--- config.mk ---
export PLATFORM = sky130hd
export DESIGN_NAME = lexical_token_classifier
export DESIGN_NICKNAME = d
export VERILOG_FILES = /design/src/hdl/lxc_pkg.sv /design/src/hdl/lexical_token_classifier.sv /design/src/hdl/lxc_in_reg.sv /design/src/hdl/lxc_scan.sv /design/src/hdl/lxc_classify.sv
export SDC_FILE = /design/constraint.sdc
export NUM_CORES = 1
export LEC_CHECK = 0
export ABC_AREA = 1
export BUFFER_PORTS_ARGS = -buffer_cell sky130_fd_sc_hd__buf_2
export CORE_AREA = 4 4 113 115
export CTS_BUF_LIST = sky130_fd_sc_hd__clkbuf_16
export CTS_CLUSTER_DIAMETER = 30
export DETAILED_ROUTE_END_ITERATION = 6
export DIE_AREA = 0 0 117 119
export GPL_TIMING_DRIVEN = 0
export PLACE_DENSITY = 0.71
export SLEW_MARGIN = 20
export SYNTH_ARGS = -nofsm -noshare
export SYNTH_HDL_FRONTEND = slang
export SYNTH_SLANG_ARGS = --single-unit
--- constraint.sdc ---
create_clock -name clk -period 3.71 [get_ports clk]
set_input_delay 0.371 -clock clk [delete_from_list [all_inputs] [get_ports clk]]
set_output_delay 0.371 -clock clk [all_outputs]
set_load 0.01 [all_outputs]
--- src/hdl/lxc_pkg.sv ---
// shared types, constants and keyword tables for the lexical token classifier
`default_nettype none

package lxc_pkg;

    localparam int KW_COUNT = 22;
    localparam int LEN_W    = 8;
    localparam int CHAR_W   = 8;
    localparam int CLASS_W  = 3;
    localparam int KWNUM_W  = 5;

    localparam logic [LEN_W-1:0] LEN_MAX = 8'd255;

    // token classes
    localparam logic [CLASS_W-1:0] CLS_OPERATOR   = 3'd0;
    localparam logic [CLASS_W-1:0] CLS_KEYWORD    = 3'd1;
    localparam logic [CLASS_W-1:0] CLS_IDENTIFIER = 3'd2;
    localparam logic [CLASS_W-1:0] CLS_INTEGER    = 3'd3;
    localparam logic [CLASS_W-1:0] CLS_INVALID    = 3'd4;

    // characters of interest
    localparam logic [CHAR_W-1:0] CH_SPACE = 8'h20;
    localparam logic [CHAR_W-1:0] CH_COMMA = 8'h2C;
    localparam logic [CHAR_W-1:0] CH_SEMI  = 8'h3B;
    localparam logic [CHAR_W-1:0] CH_UNDER = 8'h5F;
    localparam logic [CHAR_W-1:0] CH_PLUS  = 8'h2B;
    localparam logic [CHAR_W-1:0] CH_MINUS = 8'h2D;
    localparam logic [CHAR_W-1:0] CH_STAR  = 8'h2A;
    localparam logic [CHAR_W-1:0] CH_SLASH = 8'h2F;
    localparam logic [CHAR_W-1:0] CH_GT    = 8'h3E;
    localparam logic [CHAR_W-1:0] CH_LT    = 8'h3C;
    localparam logic [CHAR_W-1:0] CH_EQ    = 8'h3D;
    localparam logic [CHAR_W-1:0] CH_BANG  = 8'h21;

    // keyword text, right aligned: last character in the low byte
    localparam logic [63:0] KW_TEXT [KW_COUNT] = '{
        64'("if"), 64'("else"), 64'("while"), 64'("do"), 64'("break"),
        64'("continue"), 64'("int"), 64'("double"), 64'("float"),
        64'("return"), 64'("char"), 64'("case"), 64'("sizeof"),
        64'("long"), 64'("short"), 64'("typedef"), 64'("switch"),
        64'("unsigned"), 64'("void"), 64'("static"), 64'("struct"),
        64'("goto")
    };

    localparam logic [3:0] KW_LEN [KW_COUNT] = '{
        4'd2, 4'd4, 4'd5, 4'd2, 4'd5, 4'd8, 4'd3, 4'd6, 4'd5, 4'd6, 4'd4,
        4'd4, 4'd6, 4'd4, 4'd5, 4'd7, 4'd6, 4'd8, 4'd4, 4'd6, 4'd6, 4'd4
    };

    localparam logic [KW_COUNT-1:0] KW_ALL_ALIVE = '1;

    // state of the token being collected
    typedef struct packed {
        logic [LEN_W-1:0]    len;
        logic [CHAR_W-1:0]   lead;
        logic [CHAR_W-1:0]   second;
        logic [KW_COUNT-1:0] alive;
        logic                ident_ok;
        logic                all_digits;
    } tok_state_t;

    localparam tok_state_t TOK_CLEAR = '{
        len: '0, lead: '0, second: '0, alive: KW_ALL_ALIVE,
        ident_ok: 1'b1, all_digits: 1'b1
    };

    // character at a position of a keyword, valid only below its length
    function automatic logic [CHAR_W-1:0] kw_char(input int k, input logic [2:0] pos);
        logic [2:0] idx;
        idx = 3'(KW_LEN[k] - 4'd1) - pos;
        return KW_TEXT[k][{idx, 3'b000} +: 8];
    endfunction

    function automatic logic is_letter(input logic [CHAR_W-1:0] c);
        return (c >= 8'h41 && c <= 8'h5A) || (c >= 8'h61 && c <= 8'h7A);
    endfunction

    function automatic logic is_digit(input logic [CHAR_W-1:0] c);
        return c >= 8'h30 && c <= 8'h39;
    endfunction

endpackage

`default_nettype wire

--- src/hdl/lexical_token_classifier.sv ---
// top level of the lexical token classifier: input register, scan, classify, result register
//
// The block takes one character per transaction and splits the stream into tokens at space,
// comma and semicolon; a character with line_end set closes any pending token after it has
// been taken in. Each finished token comes out as one result transaction with its class
// (operator, keyword, identifier, integer, invalid), the keyword index for keywords and its
// length, saturating at 255. Throughput is one character per clock while no result is
// stalled: the keyword match bits, identifier and digit flags all update from the input
// register, and the classification of a closing token is loaded into the result register
// in the same cycle as that update. A token reaches the result register once the character
// that closes it has passed through the input register. While a result waits and is not
// taken, the held character does not move on, so the input register takes at most one more
// character and then stalls the input until the result is taken.
`default_nettype none

module lexical_token_classifier (
    input  wire logic                        clk,
    input  wire logic                        rst_n,
    // character channel
    input  wire logic                        in_valid,
    output logic                             in_ready,
    input  wire logic [lxc_pkg::CHAR_W-1:0]  char_code,
    input  wire logic                        line_end,
    // token channel
    output logic                             out_valid,
    input  wire logic                        out_ready,
    output logic [lxc_pkg::CLASS_W-1:0]      token_class,
    output logic [lxc_pkg::KWNUM_W-1:0]      keyword_number,
    output logic [lxc_pkg::LEN_W-1:0]        token_length
);
    import lxc_pkg::*;

    logic               held_valid;
    logic [CHAR_W-1:0]  held_char;
    logic               held_last;
    logic               advance;
    logic               close_now;
    tok_state_t         close_tok;
    logic [CLASS_W-1:0] cls_comb;
    logic [KWNUM_W-1:0] kw_comb;

    logic               out_valid_reg;
    logic               out_valid_next;
    logic [CLASS_W-1:0] class_reg;
    logic [KWNUM_W-1:0] kwnum_reg;
    logic [LEN_W-1:0]   length_reg;

    // the held character moves on when the result register has room
    assign advance = held_valid && (!out_valid_reg || out_ready);

    lxc_in_reg u_in_reg (
        .clk        (clk),
        .rst_n      (rst_n),
        .in_valid   (in_valid),
        .in_ready   (in_ready),
        .char_code  (char_code),
        .line_end   (line_end),
        .advance    (advance),
        .held_valid (held_valid),
        .held_char  (held_char),
        .held_last  (held_last)
    );

    lxc_scan u_scan (
        .clk       (clk),
        .rst_n     (rst_n),
        .advance   (advance),
        .char_in   (held_char),
        .last_in   (held_last),
        .close_now (close_now),
        .close_tok (close_tok)
    );

    lxc_classify u_classify (
        .tok            (close_tok),
        .token_class    (cls_comb),
        .keyword_number (kw_comb)
    );

    // result register: loads on a closing character, empties when taken
    always_comb
    begin
        if (advance && close_now)
        begin
            out_valid_next = 1'b1;
        end
        else if (out_ready)
        begin
            out_valid_next = 1'b0;
        end
        else
        begin
            out_valid_next = out_valid_reg;
        end
    end

    always_ff @(posedge clk or negedge rst_n)
    begin
        if (!rst_n)
        begin
            out_valid_reg <= 1'b0;
        end
        else
        begin
            out_valid_reg <= out_valid_next;
        end
    end

    always_ff @(posedge clk)
    begin
        if (advance && close_now)
        begin
            class_reg  <= cls_comb;
            kwnum_reg  <= kw_comb;
            length_reg <= close_tok.len;
        end
    end

    assign out_valid      = out_valid_reg;
    assign token_class    = class_reg;
    assign keyword_number = kwnum_reg;
    assign token_length   = length_reg;

    // a stalled result never lets the scan move on
    assert property (@(posedge clk) disable iff (!rst_n)
        (out_valid_reg && !out_ready) |-> !advance)
        else $error("scan advanced while result stalled");

    // a non-zero keyword index only comes with the keyword class
    assert property (@(posedge clk) disable iff (!rst_n)
        (out_valid_reg && kwnum_reg != '0) |-> (class_reg == CLS_KEYWORD))
        else $error("keyword index on a non-keyword token");

    // a result never reports an empty token
    assert property (@(posedge clk) disable iff (!rst_n)
        out_valid_reg |-> (length_reg != '0))
        else $error("empty token reported");

    // a closing character always produces a result on the next cycle
    assert property (@(posedge clk) disable iff (!rst_n)
        (advance && close_now) |=> out_valid_reg)
        else $error("closed token lost");

endmodule

`default_nettype wire

--- src/hdl/lxc_in_reg.sv ---
// input register holding one character transaction
`default_nettype none

module lxc_in_reg (
    input  wire logic                     clk,
    input  wire logic                     rst_n,
    input  wire logic                     in_valid,
    output logic                          in_ready,
    input  wire logic [lxc_pkg::CHAR_W-1:0] char_code,
    input  wire logic                     line_end,
    input  wire logic                     advance,
    output logic                          held_valid,
    output logic [lxc_pkg::CHAR_W-1:0]    held_char,
    output logic                          held_last
);
    import lxc_pkg::*;

    logic              vld_reg;
    logic              vld_next;
    logic [CHAR_W-1:0] char_reg;
    logic              last_reg;

    assign in_ready = !vld_reg || advance;
    assign vld_next = in_valid ? 1'b1 : (advance ? 1'b0 : vld_reg);

    always_ff @(posedge clk or negedge rst_n)
    begin
        if (!rst_n)
        begin
            vld_reg <= 1'b0;
        end
        else if (in_ready)
        begin
            vld_reg <= vld_next;
        end
    end

    always_ff @(posedge clk)
    begin
        if (in_valid && in_ready)
        begin
            char_reg <= char_code;
            last_reg <= line_end;
        end
    end

    assign held_valid = vld_reg;
    assign held_char  = char_reg;
    assign held_last  = last_reg;

endmodule

`default_nettype wire

--- src/hdl/lxc_scan.sv ---
// token state registers and per-character update
`default_nettype none

module lxc_scan (
    input  wire logic                       clk,
    input  wire logic                       rst_n,
    input  wire logic                       advance,
    input  wire logic [lxc_pkg::CHAR_W-1:0] char_in,
    input  wire logic                       last_in,
    output logic                            close_now,
    output lxc_pkg::tok_state_t             close_tok
);
    import lxc_pkg::*;

    tok_state_t tok_reg;
    tok_state_t tok_next;
    tok_state_t taken;
    logic       delim;
    logic [2:0] pos;

    assign delim = (char_in == CH_SPACE) || (char_in == CH_COMMA) || (char_in == CH_SEMI);
    assign pos   = tok_reg.len[2:0];

    // state after taking in the current character
    always_comb
    begin
        taken = tok_reg;
        for (int k = 0; k < KW_COUNT; k++)
        begin
            if (!(tok_reg.len < LEN_W'(KW_LEN[k]) && kw_char(k, pos) == char_in))
            begin
                taken.alive[k] = 1'b0;
            end
        end
        if (tok_reg.len == '0)
        begin
            taken.lead = char_in;
            if (!(is_letter(char_in) || char_in == CH_UNDER))
            begin
                taken.ident_ok = 1'b0;
            end
        end
        else
        begin
            if (tok_reg.len == LEN_W'(1))
            begin
                taken.second = char_in;
            end
            if (!(is_letter(char_in) || is_digit(char_in) || char_in == CH_UNDER))
            begin
                taken.ident_ok = 1'b0;
            end
        end
        if (!is_digit(char_in))
        begin
            taken.all_digits = 1'b0;
        end
        if (tok_reg.len != LEN_MAX)
        begin
            taken.len = tok_reg.len + LEN_W'(1);
        end
    end

    // a delimiter closes the stored token, a line end closes the extended one
    assign close_now = delim ? (tok_reg.len != '0) : last_in;
    assign close_tok = delim ? tok_reg : taken;
    assign tok_next  = (delim || last_in) ? TOK_CLEAR : taken;

    always_ff @(posedge clk or negedge rst_n)
    begin
        if (!rst_n)
        begin
            tok_reg <= TOK_CLEAR;
        end
        else if (advance)
        begin
            tok_reg <= tok_next;
        end
    end

endmodule

`default_nettype wire

--- src/hdl/lxc_classify.sv ---
// classification of a finished token
`default_nettype none

module lxc_classify (
    input  wire lxc_pkg::tok_state_t         tok,
    output logic [lxc_pkg::CLASS_W-1:0]      token_class,
    output logic [lxc_pkg::KWNUM_W-1:0]      keyword_number
);
    import lxc_pkg::*;

    logic               is_kw;
    logic [KWNUM_W-1:0] kw_idx;
    logic               is_op;

    // lowest matching keyword index wins
    always_comb
    begin
        is_kw  = 1'b0;
        kw_idx = '0;
        for (int k = KW_COUNT - 1; k >= 0; k--)
        begin
            if (tok.alive[k] && tok.len == LEN_W'(KW_LEN[k]))
            begin
                is_kw  = 1'b1;
                kw_idx = KWNUM_W'(k);
            end
        end
    end

    assign is_op = (tok.lead == CH_PLUS) || (tok.lead == CH_MINUS) ||
                   (tok.lead == CH_STAR) || (tok.lead == CH_SLASH) ||
                   (tok.lead == CH_GT)   || (tok.lead == CH_LT)    ||
                   (tok.lead == CH_EQ)   ||
                   (tok.len == LEN_W'(2) && tok.lead == CH_BANG && tok.second == CH_EQ);

    always_comb
    begin
        keyword_number = '0;
        if (is_op)
        begin
            token_class = CLS_OPERATOR;
        end
        else if (is_kw)
        begin
            token_class    = CLS_KEYWORD;
            keyword_number = kw_idx;
        end
        else if (tok.ident_ok)
        begin
            token_class = CLS_IDENTIFIER;
        end
        else if (tok.all_digits)
        begin
            token_class = CLS_INTEGER;
        end
        else
        begin
            token_class = CLS_INVALID;
        end
    end

endmodule

`default_nettype wire

==> run_results.csv <==
group,metric,value,unit
route,wire_per_inst,17.4,µm
clock_network,clk_latency,360,ps
clock_network,root_buffer,"clkbuf_16",
placement,dp_cells,1101,
placement,placed_cell_area,6650,µm²
timing,finalSetupViolations,0,
setup_path,worstPathMaxFanout,10,
placement,dp_slack,-628,ps
route,drtIter0Drc,772,
global_routing,grt_max_degree,51,
route,routed_wl,19500,µm
timing,timing.slew.headroom,31.4,%
synthesis,avgSynthCellArea,6.83,µm²
global_routing,grt_overflow,0,
synthesis,ys_seq_area_share,32.2,%
synthesis,yosysMostFrequentCell,"nand2_1",
hold_path,hp-class,"input pin to asynchronous set/reset pin",
clock_network,cts_sinks,75,
timing,post-route-period-util,95.2,%
setup_path,path_cells,"clkinvlp_4, buf_4, ha_1, inv_1, nand2_1, nand3_1, xor2_1, nand3_1, nand2_1, nand3_1, nand2_1, inv_1, nand2_1, nor2_2, nand3_2, nor2_2, o21ai_0, nand2_1, inv_1",
setup_path,critPathBufInv,5,
power,finalPower,4.21,mW
setup_path,critPathTopFamily,"simple AND/OR/NAND/NOR gates",
timing,hold_violations,0,
synthesis,yosys_warnings,0,
synthesis,syn_area,6310,µm²
layout,final_cells,1122,
timing,tightest_slew,1030,ps
route,viasPerCell,5.80,
setup_path,required,3820,ps
setup_path,critPathLaunchType,"register",
route,drc,0,
route,dr.pass1.iters,5,
global_routing,grt_pass1_vias,6063,
power,leakagePower,3.59,nW
floorplan,core_area,11800,µm²
timing,setup_ws,177,ps
layout,area_growth,12.8,%
setup_path,max_stage_delay,490,ps
route,final_antenna_net_count,0,
layout,n_fill_cell,1136,
synthesis,netlist_instances,924,
clock_network,clk_pin_slew,60,ps
layout,largest_reg_flops,45,
global_routing,grt_pass1_wl,31600,µm
synthesis,ys.flop_type,"dfrtp_1",
synthesis,synth_edf_count,25,
timing,tns,0,ps
timing,max_freq,283,MHz
power,irDropWorstVdd,309,µV
synthesis,ys_types,47,
floorplan,fp-row-count,40,
placement,hpwl,14400,µm
layout,final_area,7120,µm²
timing,fin_crit,3530,ps
timing,slew_viol_final,0,
timing,skew,8.58,ps
power,p_per_area,591,nW/µm²
layout,nets,1001,
flow_run,drv_cap,0,
floorplan,chipHeight,119,µm
layout,post_route_cells_drive_above_1_share,17.7,%
route,vias,6503,
global_routing,antenna_found_initial,0,
synthesis,ys_top_cells_by_area,"nand2_1, edfxtp_1, dfrtp_1",
synthesis,synth_top_area_share,17.4,%
layout,n_antenna_cell,0,
setup_path,critPathKind,"register to register",
setup_path,endpoint_kind,"register",
placement,place_congestion,0.979,
status,status,"finished clean",
clock_network,clockBufferDepth,2,
clock_network,htree_levels,3,
placement,io_buffers,30,
floorplan,die-area,13900,µm²
synthesis,synth.largest_area_cell,"nand2_1",
clock_network,tritoncts,"built",
floorplan,start_util,53.4,%
setup_path,arrival,3640,ps
setup_path,cp_common_cell,"nand2_1",
floorplan,ios,31,
synthesis,synth_commonest_cells,"nand2_1, inv_1, nor2_1",
floorplan,die_width,117,µm
synthesis,ys_async_sr_fraction,66.7,%
synthesis,synth_seq_cells,75,
synthesis,synth_nets,955,
clock_network,cts_inserted_buffers,9,
timing,rsz0062_at_grt,"true",
global_routing,grtUsageTotal,29.4,%
setup_path,cp_slowest_cell,"dfrtp_4",
## per-stage QoR
| stage | hold WS (ps) | utilization [%] |
|---|---|---|
| 4_1_cts | 66.2 | 59.5 |
| 3_5_place_dp | 444 | 56.3 |
| 2_1_floorplan | 75.4 | - |
| 5_1_grt | 90.5 | 60.3 |
| 3_3_place_gp | 448 | 56.3 |
| 6_report | 36.6 | 60.3 |
## cells in the final DEF (no fill, tap or decap), types with 5 or more instances in the layout
cell type,count
o21ai_1,7
buf_2,43
nor3_1,19
nand2_1,289
nand3_1,59
nand3_2,5
clkbuf_1,11
inv_2,14
nand2_2,16
nor2_1,63
dfstp_2,24
clkbuf_16,9
a31oi_1,5
inv_1,81
nor2_2,9
o22ai_1,20
edfxtp_1,25
o21ai_0,62
dfrtp_1,24
ha_1,13
nand4_1,20
xnor2_1,6
nor4_1,11
xor2_1,49
buf_4,9
a21oi_1,22
## per-layer routing
layer	GRT usage [%]	wire length [µm]
met4	12.6	725
met2	44.1	8590
met1	40.6	8410
met5	0	0
met3	6.15	1780
## timing repair
item / CTS / global route
cloned: 0 / 0
setup buffers: 1 / 4
resized for setup: 17 / 22
pin swaps: 1 / 4
setup endpoints to repair: 8 / 8
hold buffers: 0 / 0
## area by class of cell
class                   instances  area [µm²]  share of cell area [%]
clock buffers                   9         225                    3.16
plain buffers                  37         221                    3.11
clock inverters                 7        91.3                    1.28
well taps                     147         184                    2.58
multi-input cells             713        3780                    53.2
inverters                      99         387                    5.43
repair buffers                 35         190                    2.67
flip-flops and latches         75        2040                    28.6
## worst paths after layout
kind	slack (ps)	endpoint	cells past startpoint	from
worst max-delay path	180	token_class[0]	19	u_scan.pos[1]
worst min-delay path	40	u_scan.tok_reg[31]	1	rst_n
worst max register to register	180	token_class[0]	19	u_scan.pos[1]
worst min register to register	460	u_scan.tok_reg[10]	2	u_scan.tok_reg[10]
max in group asynchronous	3150	u_scan.pos[1]	1	rst_n
min in group clk	190	u_in_reg.held_char[1]	1	char_code[1]
## power breakdown
group,switching [mW],internal (mW)
Sequential,0.0940,1.06
Combinational,1.39,0.717
Clock,0.358,0.587
## cell families after synthesis
family / after synthesis / share of synthesized area, %
AOI/OAI and AO/OA: 131 / 11.6
adders and majority gates: 18 / 3.57
buffers and inverters: 136 / 9.04
and+or+nand+nor: 508 / 35.9
DFF: 75 / 32.2
xor gates and xnor gates: 56 / 7.77
(Power assumes the default switching activity.)
